<file path="src/rtl/iq_block_power_dbfs_meter_macros.svh">
// assertion macros shared by the iq block power meter rtl
// no dependencies; included by modules that carry checks
`ifndef IQ_BLOCK_POWER_DBFS_METER_MACROS_SVH
`define IQ_BLOCK_POWER_DBFS_METER_MACROS_SVH

// same-cycle implication, disabled while in reset
`define IBPM_ASSERT_IMPL(lbl, clock, resetn, ante, cons, msg) \
  lbl: assert property (@(posedge clock) disable iff (!resetn) (ante) |-> (cons)) \
    else $error(msg);

// next-cycle implication, disabled while in reset
`define IBPM_ASSERT_NEXT(lbl, clock, resetn, ante, cons, msg) \
  lbl: assert property (@(posedge clock) disable iff (!resetn) (ante) |=> (cons)) \
    else $error(msg);

`endif

</file>
<file path="src/rtl/ibpm_pkg.sv">
// shared types and constants for the iq block power meter
// no dependencies
package ibpm_pkg;

  localparam int IN_TDATA_W  = 32;
  localparam int OUT_TDATA_W = 40;
  localparam int SAMPLE_W    = 16;
  localparam int SQ_W        = 32;
  localparam int POWER_W     = 16;
  localparam int BLK_CNT_W   = 17;

  localparam int FIFO_DEPTH = 4;
  localparam int FIFO_LW    = $clog2(FIFO_DEPTH + 1);
  localparam int FIFO_AW    = $clog2(FIFO_DEPTH);

  // mean power with 24 fraction bits, always below 2^56
  localparam int FRAC_SH    = 24;
  localparam int XW         = 56;
  localparam int MANT_W     = 31;
  localparam int EXP_W      = 6;
  localparam int NORM_STEPS = 6;
  localparam int NORM_CW    = 3;
  localparam int FRAC_BITS  = 16;
  localparam int LOG_CW     = $clog2(FRAC_BITS);
  localparam int LOG_W      = EXP_W + FRAC_BITS;
  localparam int DIFF_W     = 24;
  localparam int PROD_W     = 51;
  localparam int DB_W       = 19;

  localparam logic [20:0] FLOOR_TERM   = 21'd1801330;
  localparam logic [21:0] LOG_ZERO_REF = 22'd3538938;
  localparam logic [25:0] DB_SCALE     = 26'd50504453;
  localparam logic signed [POWER_W-1:0] DB_MIN = -16'sd25600;
  localparam logic signed [POWER_W-1:0] DB_MAX = 16'sd1024;

  typedef struct packed {
    logic               empty;
    logic [FIFO_LW-1:0] level;
  } fifo_stat_t;

endpackage

</file>
<file path="src/rtl/ibpm_fifo.sv">
// four-entry queue of closed blocks between front and back
// depends on ibpm_pkg and the macros header
`include "iq_block_power_dbfs_meter_macros.svh"

module ibpm_fifo #(
  parameter int W = 65
) (
  input  logic                clk,
  input  logic                rst_n,
  input  logic                push_valid,
  input  logic [W-1:0]        push_data,
  input  logic                pop,
  output logic [W-1:0]        pop_data,
  output ibpm_pkg::fifo_stat_t stat
);
  import ibpm_pkg::*;

  logic [W-1:0]       mem_r [FIFO_DEPTH];
  logic [FIFO_AW-1:0] wr_ptr_r, rd_ptr_r;
  logic [FIFO_LW-1:0] level_r;

  always_ff @(posedge clk) begin
    if (push_valid) begin
      mem_r[wr_ptr_r] <= push_data;
    end
  end

  always_ff @(posedge clk) begin
    if (!rst_n) begin
      wr_ptr_r <= '0;
      rd_ptr_r <= '0;
      level_r  <= '0;
    end else begin
      if (push_valid) begin
        wr_ptr_r <= wr_ptr_r + 1'b1;
      end
      if (pop) begin
        rd_ptr_r <= rd_ptr_r + 1'b1;
      end
      if (push_valid && !pop) begin
        level_r <= level_r + 1'b1;
      end else if (!push_valid && pop) begin
        level_r <= level_r - 1'b1;
      end
    end
  end

  assign pop_data    = mem_r[rd_ptr_r];
  assign stat.empty  = (level_r == '0);
  assign stat.level  = level_r;

  `IBPM_ASSERT_IMPL(a_push_room, clk, rst_n, push_valid, level_r != FIFO_LW'(FIFO_DEPTH), "push into full queue")
  `IBPM_ASSERT_IMPL(a_pop_data, clk, rst_n, pop, level_r != '0, "pop from empty queue")

endmodule

</file>
<file path="src/rtl/ibpm_front.sv">
// sample intake: squares, block energy accumulation and sample counting
// depends on ibpm_pkg; pushes closed blocks into ibpm_fifo
module ibpm_front #(
  parameter int MAX_CNT = 65536,
  parameter int CNT_W   = 17,
  parameter int EW      = 48
) (
  input  logic                            clk,
  input  logic                            rst_n,
  input  logic                            in_tvalid,
  output logic                            in_tready,
  input  logic [ibpm_pkg::IN_TDATA_W-1:0] in_tdata,
  input  logic                            in_tlast,
  input  logic                            in_tuser,
  input  ibpm_pkg::fifo_stat_t            fifo_stat,
  output logic                            push_valid,
  output logic [EW+CNT_W-1:0]             push_data
);
  import ibpm_pkg::*;

  logic                       accept;
  logic signed [SAMPLE_W-1:0] si, sq;
  logic signed [SQ_W-1:0]     si2, sq2;
  logic                       room;
  logic [CNT_W-1:0]           cnt_r, cnt_nxt, cnt_inc;
  logic                       p1_valid_r, p1_add_r, p1_last_r;
  logic [CNT_W-1:0]           p1_cnt_r;
  logic [SQ_W-1:0]            p1_sqi_r, p1_sqq_r;
  logic [EW-1:0]              energy_r, energy_sum;

  assign si  = in_tdata[SAMPLE_W-1:0];
  assign sq  = in_tdata[2*SAMPLE_W-1:SAMPLE_W];
  assign si2 = si * si;
  assign sq2 = sq * sq;

  // a closing sample still in the pipe owns one queue slot
  assign in_tready = ({1'b0, fifo_stat.level} + {{FIFO_LW{1'b0}}, p1_valid_r & p1_last_r})
                     < (FIFO_LW + 1)'(FIFO_DEPTH);
  assign accept    = in_tvalid & in_tready;
  assign room      = cnt_r < CNT_W'(MAX_CNT);
  assign cnt_inc   = room ? cnt_r + 1'b1 : cnt_r;

  always_comb begin
    cnt_nxt = cnt_r;
    if (accept && !in_tuser) begin
      cnt_nxt = in_tlast ? '0 : cnt_inc;
    end
  end

  assign energy_sum = energy_r + (p1_add_r ? EW'(p1_sqi_r) + EW'(p1_sqq_r) : '0);
  assign push_valid = p1_valid_r & p1_last_r;
  assign push_data  = {energy_sum, p1_cnt_r};

  always_ff @(posedge clk) begin
    if (!rst_n) begin
      cnt_r      <= '0;
      p1_valid_r <= 1'b0;
      energy_r   <= '0;
    end else begin
      cnt_r      <= cnt_nxt;
      p1_valid_r <= accept & ~in_tuser;
      if (p1_valid_r) begin
        energy_r <= p1_last_r ? '0 : energy_sum;
      end
    end
  end

  always_ff @(posedge clk) begin
    if (accept) begin
      p1_add_r  <= room;
      p1_last_r <= in_tlast;
      p1_cnt_r  <= cnt_inc;
      p1_sqi_r  <= si2;
      p1_sqq_r  <= sq2;
    end
  end

endmodule

</file>
<file path="src/rtl/ibpm_back.sv">
// per-block math: mean by long division, log2 by squaring, dBFS scaling, output register
// depends on ibpm_pkg and the macros header; reads blocks from ibpm_fifo
`include "iq_block_power_dbfs_meter_macros.svh"

module ibpm_back #(
  parameter int CNT_W = 17,
  parameter int EW    = 48
) (
  input  logic                             clk,
  input  logic                             rst_n,
  input  ibpm_pkg::fifo_stat_t             fifo_stat,
  input  logic [EW+CNT_W-1:0]              pop_data,
  output logic                             pop,
  output logic                             out_tvalid,
  input  logic                             out_tready,
  output logic [ibpm_pkg::POWER_W-1:0]     out_power,
  output logic [ibpm_pkg::BLK_CNT_W-1:0]   out_count
);
  import ibpm_pkg::*;

  localparam int DW   = EW + FRAC_SH;
  localparam int IT_W = $clog2(DW);

  typedef enum logic [2:0] {
    ST_IDLE,
    ST_DIV,
    ST_NORM,
    ST_LOG,
    ST_SCALE,
    ST_DONE
  } state_t;

  state_t               state_r, state_nxt;
  logic [CNT_W-1:0]     n_r, n_nxt;
  logic [DW-1:0]        dvd_r, dvd_nxt;
  logic [CNT_W-1:0]     rem_r, rem_nxt;
  logic [XW-1:0]        q_r, q_nxt;
  logic [IT_W-1:0]      it_r, it_nxt;
  logic [XW-1:0]        x_r, x_nxt;
  logic [EXP_W-1:0]     sh_r, sh_nxt;
  logic [NORM_CW-1:0]   step_r, step_nxt;
  logic [MANT_W-1:0]    m_r, m_nxt;
  logic [EXP_W-1:0]     p_r, p_nxt;
  logic [FRAC_BITS-1:0] frac_r, frac_nxt;
  logic [LOG_CW-1:0]    lc_r, lc_nxt;
  logic signed [PROD_W-1:0]  prod_r, prod_nxt;
  logic                      out_valid_r, out_valid_nxt;
  logic [POWER_W-1:0]        out_power_r, out_power_nxt;
  logic [BLK_CNT_W-1:0]      out_count_r, out_count_nxt;

  // divider step
  logic [CNT_W:0]   trial, trial_sub;
  logic             ge;
  logic [XW-1:0]    q_step;
  // normalize step
  logic [EXP_W-1:0] nsh;
  logic             top_zero;
  logic [XW-1:0]    x_step;
  logic [EXP_W-1:0] sh_step;
  // log step
  logic [2*MANT_W-1:0] msq;
  logic [MANT_W:0]     msh;
  // scaling
  logic signed [DIFF_W-1:0] diff;
  logic signed [PROD_W-1:0] rounded;
  logic signed [DB_W-1:0]   db;
  logic signed [DB_W-1:0]   db_lo, db_hi;
  logic [POWER_W-1:0]       db_clamped;
  logic [31:0]              n_ext;
  logic                     out_free;

  assign trial     = {rem_r, dvd_r[DW-1]};
  assign ge        = trial >= {1'b0, n_r};
  assign trial_sub = trial - {1'b0, n_r};
  assign q_step    = {q_r[XW-2:0], ge};

  assign nsh      = EXP_W'(1) << (NORM_STEPS - 1 - int'(step_r));
  assign top_zero = (x_r >> (XW - int'(nsh))) == '0;
  assign x_step   = top_zero ? x_r << nsh : x_r;
  assign sh_step  = top_zero ? sh_r + nsh : sh_r;

  assign msq = m_r * m_r;
  assign msh = msq[2*MANT_W-1:MANT_W-1];

  assign diff    = $signed({2'b00, p_r, frac_r}) - $signed({2'b00, LOG_ZERO_REF});
  assign rounded = prod_r + PROD_W'(64'h8000_0000);
  assign db      = $signed(rounded[PROD_W-1:32]);
  assign db_lo   = DB_W'(DB_MIN);
  assign db_hi   = DB_W'(DB_MAX);

  always_comb begin
    if (db < db_lo) begin
      db_clamped = DB_MIN;
    end else if (db > db_hi) begin
      db_clamped = DB_MAX;
    end else begin
      db_clamped = db[POWER_W-1:0];
    end
  end

  assign n_ext    = 32'(n_r);
  assign out_free = !out_valid_r || out_tready;

  always_comb begin
    state_nxt     = state_r;
    n_nxt         = n_r;
    dvd_nxt       = dvd_r;
    rem_nxt       = rem_r;
    q_nxt         = q_r;
    it_nxt        = it_r;
    x_nxt         = x_r;
    sh_nxt        = sh_r;
    step_nxt      = step_r;
    m_nxt         = m_r;
    p_nxt         = p_r;
    frac_nxt      = frac_r;
    lc_nxt        = lc_r;
    prod_nxt      = prod_r;
    out_valid_nxt = out_valid_r && !out_tready;
    out_power_nxt = out_power_r;
    out_count_nxt = out_count_r;
    pop           = 1'b0;
    unique case (state_r)
      ST_IDLE: begin
        if (!fifo_stat.empty) begin
          pop       = 1'b1;
          n_nxt     = pop_data[CNT_W-1:0];
          dvd_nxt   = {pop_data[EW+CNT_W-1:CNT_W], {FRAC_SH{1'b0}}};
          rem_nxt   = '0;
          q_nxt     = '0;
          it_nxt    = IT_W'(DW - 1);
          state_nxt = ST_DIV;
        end
      end
      ST_DIV: begin
        rem_nxt = ge ? trial_sub[CNT_W-1:0] : trial[CNT_W-1:0];
        dvd_nxt = dvd_r << 1;
        q_nxt   = q_step;
        it_nxt  = it_r - 1'b1;
        if (it_r == '0) begin
          x_nxt     = q_step + XW'(FLOOR_TERM);
          sh_nxt    = '0;
          step_nxt  = '0;
          state_nxt = ST_NORM;
        end
      end
      ST_NORM: begin
        x_nxt    = x_step;
        sh_nxt   = sh_step;
        step_nxt = step_r + 1'b1;
        if (step_r == NORM_CW'(NORM_STEPS - 1)) begin
          m_nxt     = x_step[XW-1 -: MANT_W];
          p_nxt     = EXP_W'(XW - 1) - sh_step;
          frac_nxt  = '0;
          lc_nxt    = '0;
          state_nxt = ST_LOG;
        end
      end
      ST_LOG: begin
        if (msh[MANT_W]) begin
          m_nxt    = msh[MANT_W:1];
          frac_nxt = {frac_r[FRAC_BITS-2:0], 1'b1};
        end else begin
          m_nxt    = msh[MANT_W-1:0];
          frac_nxt = {frac_r[FRAC_BITS-2:0], 1'b0};
        end
        lc_nxt = lc_r + 1'b1;
        if (lc_r == LOG_CW'(FRAC_BITS - 1)) begin
          state_nxt = ST_SCALE;
        end
      end
      ST_SCALE: begin
        prod_nxt  = PROD_W'(diff) * $signed({1'b0, DB_SCALE});
        state_nxt = ST_DONE;
      end
      ST_DONE: begin
        if (out_free) begin
          out_valid_nxt = 1'b1;
          out_power_nxt = db_clamped;
          out_count_nxt = n_ext[BLK_CNT_W-1:0];
          state_nxt     = ST_IDLE;
        end
      end
      default: begin
        state_nxt = ST_IDLE;
      end
    endcase
  end

  always_ff @(posedge clk) begin
    if (!rst_n) begin
      state_r     <= ST_IDLE;
      out_valid_r <= 1'b0;
    end else begin
      state_r     <= state_nxt;
      out_valid_r <= out_valid_nxt;
      n_r         <= n_nxt;
      dvd_r       <= dvd_nxt;
      rem_r       <= rem_nxt;
      q_r         <= q_nxt;
      it_r        <= it_nxt;
      x_r         <= x_nxt;
      sh_r        <= sh_nxt;
      step_r      <= step_nxt;
      m_r         <= m_nxt;
      p_r         <= p_nxt;
      frac_r      <= frac_nxt;
      lc_r        <= lc_nxt;
      prod_r      <= prod_nxt;
      out_power_r <= out_power_nxt;
      out_count_r <= out_count_nxt;
    end
  end

  assign out_tvalid = out_valid_r;
  assign out_power  = out_power_r;
  assign out_count  = out_count_r;

  `IBPM_ASSERT_IMPL(a_rem_below_div, clk, rst_n, state_r == ST_DIV, rem_r < n_r, "remainder not below divisor")
  `IBPM_ASSERT_IMPL(a_mant_norm, clk, rst_n, state_r == ST_LOG, m_r[MANT_W-1], "log mantissa not normalized")
  `IBPM_ASSERT_NEXT(a_result_shown, clk, rst_n, state_r == ST_DONE && out_free, out_tvalid && state_r == ST_IDLE, "finished block not presented")

endmodule

</file>
<file path="src/rtl/iq_block_power_dbfs_meter.sv">
// iq block power meter: mean i^2+q^2 per block reported as dBFS in 1/256 dB
// depends on ibpm_pkg, ibpm_front, ibpm_fifo and ibpm_back
// throughput: one sample per cycle while a block accumulates (front squares and adds),
// stalled while the queue has no free slot; the back part takes one block at a time with a
// one-bit-per-cycle divider, 6 normalize steps and 16 log2 squarings; four blocks queue
// closing sample to out_tvalid: front register, queue, divide, normalize, log, scale, output
// rst_n synchronous active low: clears accumulator, count, queue and sequencer
module iq_block_power_dbfs_meter #(
  parameter int MAX_BLOCK_SAMPLES = 65536
) (
  input  logic                             clk,
  input  logic                             rst_n,
  input  logic                             in_tvalid,
  output logic                             in_tready,
  input  logic [ibpm_pkg::IN_TDATA_W-1:0]  in_tdata,   // sample_i, sample_q
  input  logic                             in_tlast,   // last_of_block
  input  logic                             in_tuser,   // skip
  output logic                             out_tvalid,
  input  logic                             out_tready,
  output logic [ibpm_pkg::OUT_TDATA_W-1:0] out_tdata   // power_dbfs, block_samples, zero pad
);
  import ibpm_pkg::*;

  localparam int CNT_W = $clog2(MAX_BLOCK_SAMPLES + 1);
  localparam int EW    = 31 + CNT_W;
  localparam int QW    = EW + CNT_W;

  fifo_stat_t           fifo_stat;
  logic                 push_valid;
  logic [QW-1:0]        push_data;
  logic                 pop;
  logic [QW-1:0]        pop_data;
  logic [POWER_W-1:0]   out_power;
  logic [BLK_CNT_W-1:0] out_count;

  ibpm_front #(
    .MAX_CNT (MAX_BLOCK_SAMPLES),
    .CNT_W   (CNT_W),
    .EW      (EW)
  ) u_front (
    .clk        (clk),
    .rst_n      (rst_n),
    .in_tvalid  (in_tvalid),
    .in_tready  (in_tready),
    .in_tdata   (in_tdata),
    .in_tlast   (in_tlast),
    .in_tuser   (in_tuser),
    .fifo_stat  (fifo_stat),
    .push_valid (push_valid),
    .push_data  (push_data)
  );

  ibpm_fifo #(
    .W (QW)
  ) u_fifo (
    .clk        (clk),
    .rst_n      (rst_n),
    .push_valid (push_valid),
    .push_data  (push_data),
    .pop        (pop),
    .pop_data   (pop_data),
    .stat       (fifo_stat)
  );

  ibpm_back #(
    .CNT_W (CNT_W),
    .EW    (EW)
  ) u_back (
    .clk        (clk),
    .rst_n      (rst_n),
    .fifo_stat  (fifo_stat),
    .pop_data   (pop_data),
    .pop        (pop),
    .out_tvalid (out_tvalid),
    .out_tready (out_tready),
    .out_power  (out_power),
    .out_count  (out_count)
  );

  assign out_tdata = {{(OUT_TDATA_W - POWER_W - BLK_CNT_W){1'b0}}, out_count, out_power};

endmodule
</file>
<file path="config.mk">
export PLATFORM = sky130hd
export DESIGN_NAME = iq_block_power_dbfs_meter
export DESIGN_NICKNAME = d
export VERILOG_FILES = /design/src/rtl/ibpm_pkg.sv /design/src/rtl/ibpm_fifo.sv /design/src/rtl/ibpm_front.sv /design/src/rtl/ibpm_back.sv /design/src/rtl/iq_block_power_dbfs_meter.sv
export VERILOG_INCLUDE_DIRS = /design/src /design/src/rtl
export SDC_FILE = /design/constraint.sdc
export NUM_CORES = 2
export LEC_CHECK = 0
export BUFFER_PORTS_ARGS = -buffer_cell sky130_fd_sc_hd__buf_4
export CAP_MARGIN = 20
export CELL_PAD_IN_SITES_DETAIL_PLACEMENT = 0
export CELL_PAD_IN_SITES_GLOBAL_PLACEMENT = 1
export CORE_UTILIZATION = 25
export CTS_CLUSTER_SIZE = 8
export DETAILED_ROUTE_END_ITERATION = 12
export GPL_ROUTABILITY_DRIVEN = 0
export PLACE_DENSITY_LB_ADDON = 0.05
export SYNTH_ARGS = -nofsm -noshare
export SYNTH_HDL_FRONTEND = slang
export SYNTH_SLANG_ARGS = --single-unit
</file>
<file path="constraint.sdc">
create_clock -name clk -period 25.7 [get_ports clk]
set_input_delay 6.425 -clock clk [delete_from_list [all_inputs] [get_ports clk]]
set_output_delay 6.425 -clock clk [all_outputs]
set_load 0.1 [all_outputs]
</file>
==> flow_summary_export.csv <==
group,metric,value,unit
outcome,status,"completed",
floorplan,initial_core_util,25.2,%
setup_path,crit_fanout,15,
floorplan,core,357000,µm²
synth,syn_avg_cell_area,10.1,µm²
cts,cts_hold_buf,0,
timing,slew_violations,0,
route,drc,0,
cts,clk_path_buf_depth,4,
grt,antenna_found_initial,12,
placement,dp_hpwl,226000,µm
final_layout,n_fill_cell,37800,
final_layout,final_cell_area,99400,µm²
synth,async_flop_share,0,%
timing,fin_crit_sh,49.4,%
final_layout,drive_above_1_share,5.43,%
synth,synth_area,89900,µm²
cts,cts_made_buffers,114,
placement,placed_cell_area,96000,µm²
timing,finalSetupViolCount,0,
pwr,vdd_drop_max,0.000138,V
setup_path,cp.depth,26,
final_layout,syn2layout_area_growth,10.5,%
timing,finalSetupTns,0,ns
timing,worst-slew-pin-transition,1.14,ns
setup_path,slowest_delay,0.54,ns
floorplan,die_area,362000,µm²
placement,portBuffers,72,
timing,rsz0062_at_grt,"no",
floorplan,fp.dieH,602,µm
timing,relSlewSlack,24.1,%
cts,post_cts.repair.setup_buffers,0,
floorplan,io-pin-count,80,
setup_path,critical_path_buf_inv_count,6,
synth,synth_ff_type,"edfxtp_1",
flow_run,maxCapViolations,0,
cts,root_buffer,"clkbuf_16",
cts,clkTransAtPathRegs,0.05,ns
grt,grt_usage,16.3,%
pwr,power.leakage,45.6,nW
setup_path,start_kind,"input pin",
synth,synth_edf_count,659,
synth,yosysSeqAreaShare,23.8,%
final_layout,multi_input_area,60100,µm²
synth,ys_seq_elements,738,
setup_path,reg2regPathDepth,29,
route,drt-vias-per-instance,4.39,
timing,fmax,0.0788,GHz
timing,period_needed,12.68,ns
timing,final-hold-violation-count,0,
route,wl,292000,µm
cts,postCtsResizedCells,0,
grt,grt_pass1_wl,446000,µm
min_path,hold_path_depth,0,
route,drtIter0Drc,2596,
final_layout,final_cell_mix,"inv_1 (1,893), fa_1 (1,356), nand2_1 (831), ha_1 (778), edfxtp_1 (659)",
synth,synthCells,8873,
synth,yosys_warnings,0,
pwr,powerDensity,92.3,nW/µm²
route,antenna_left,0,
setup_path,critical_path_class,"input pin to register",
setup_path,crit_path_end_kind,"register",
setup_path,cpLargestDelayFamily,"adder cells",
synth,synthDistinctLibCells,91,
floorplan,die_w,602,µm
min_path,min_path_type,"register to register",
cts,clk_latency,0.90,ns
setup_path,cpMaxStageDelayCell,"fa_1",
timing,skew,0.138,ns
grt,grt_max_degree,64,
final_layout,mostFrequentLayoutCell,"inv_1",
route,first_pass_iters,5,
setup_path,arrival,13.21,ns
route,via_count,60000,
cts,cts_htree_levels,3,
cts,clock-sinks,738,
final_layout,regArea,21400,µm²
grt,grt_pass1_vias,67900,
floorplan,rows,219,
setup_path,cp_data_required_time,26.22,ns
setup_path,critPathMostFrequentCell,"fa_1",
grt,gr-total-overflow,0,
final_layout,nets,11000,
route,routedWlPerCell,21.4,µm
cts,cts_tree,"done",
[cells by family after synthesis]
| logic type | count (synthesis) | synth area share, % |
|---|---|---|
| xor+xnor | 357 | 3.49 |
| other cells | 1 | 0.00417 |
| mux | 234 | 3.68 |
| flops | 738 | 23.8 |
| fa+ha+maj | 2136 | 41.0 |
| compound gates | 990 | 7.14 |
| buf+inv | 2257 | 9.56 |
| simple gates | 2160 | 11.3 |
[metrics by stage]
| step | hold slack (ns) | power, mW | utilization [%] | cells | setup WS, ns |
|---|---|---|---|---|---|
| after floorplan | 0.426 | 6.17 | - | 8879 | 4.44 |
| after global placement | 0.446 | 7.96 | 26.9 | 13500 | 12.07 |
| after detailed placement | 0.451 | 7.95 | 26.9 | 13500 | 12.12 |
| after CTS | 0.440 | 9.49 | 27.8 | 13700 | 13.01 |
| after global routing | 0.464 | 10.1 | 27.8 | 13700 | 12.56 |
| final | 0.438 | 9.17 | 27.8 | 13700 | 13.02 |
[path summary, 6_finish.rpt]
path	start	endpoint	slack (ns)
worst max-delay path	in_tdata[20]	u_front.p1_sqq_r[31]	13.02
worst min register to register	u_front.p1_cnt_r[12]	u_fifo.mem_r[2][12]	0.44
worst max register to register	u_back.m_r[17]	u_back.m_r[18]	14.26
worst min-delay path	u_front.p1_cnt_r[12]	u_fifo.mem_r[2][12]	0.44
[synthesized netlist by cell type, types with 75 or more instances]
library cell,instances,area [µm²]
a21o_1,104,781
a21oi_1,256,1280
and2_1,372,2330
clkbuf_1,290,1090
dfxtp_1,79,1580
edfxtp_1,659,19800
fa_1,1356,27100
ha_1,779,9750
inv_1,1896,7120
mux2i_1,136,1360
mux4_2,75,1690
nand2_1,832,3120
nand3_1,115,576
nor2_1,442,1660
nor3_1,78,390
o21ai_0,168,841
xnor2_1,234,2050
xor2_1,122,1070
[state kept, by name, indices dropped and copies added (netlist names), 16 cells and up, named ones only]
| register | flops |
|---|---|
| u_back.prod_r | 19 |
| u_front.cnt_r | 17 |
| u_back.x_r | 56 |
| u_front.p1_sqq_r | 31 |
| u_back.m_r | 31 |
| u_back.out_power | 16 |
| u_back.frac_r | 16 |
| u_back.out_count | 17 |
| u_front.p1_sqi_r | 31 |
| u_front.p1_cnt_r | 17 |
| u_front.energy_r | 48 |
| u_back.n_r | 17 |
| u_back.dvd_r | 48 |
| u_back.rem_r | 17 |
| u_fifo.mem_r | 260 |
| u_back.q_r | 55 |
[layer usage]
layer / global-route usage, % / vias up / wire (µm)
met3: 1.19 / 220 / 6200
met5: 0 / - / 23
met4: 2.99 / 4 / 5120
li1: - / 28300 / -
met2: 29.5 / 631 / 149000
met1: 21.4 / 30800 / 132000
[layout make-up]
cell class	instances	area share [%]
Sequential cell	738	21.5
Inverter	1902	7.19
Multi-Input combinational cell	5884	60.5
Clock buffer	179	3.16
Antenna cell	6	0.0151
Timing Repair Buffer	188	1.41
Clock inverter	21	0.201
Tap cell	4751	5.98
[power by group]
part | internal [mW] | switching (mW) | leakage, nW
sequential | 1.92 | 0.124 | 6.74
combinational | 2.29 | 3.38 | 37.3
clock | 0.847 | 0.605 | 1.60
total | 5.06 | 4.11 | 45.6
No activity file was read; power rests on OpenSTA's default activity.
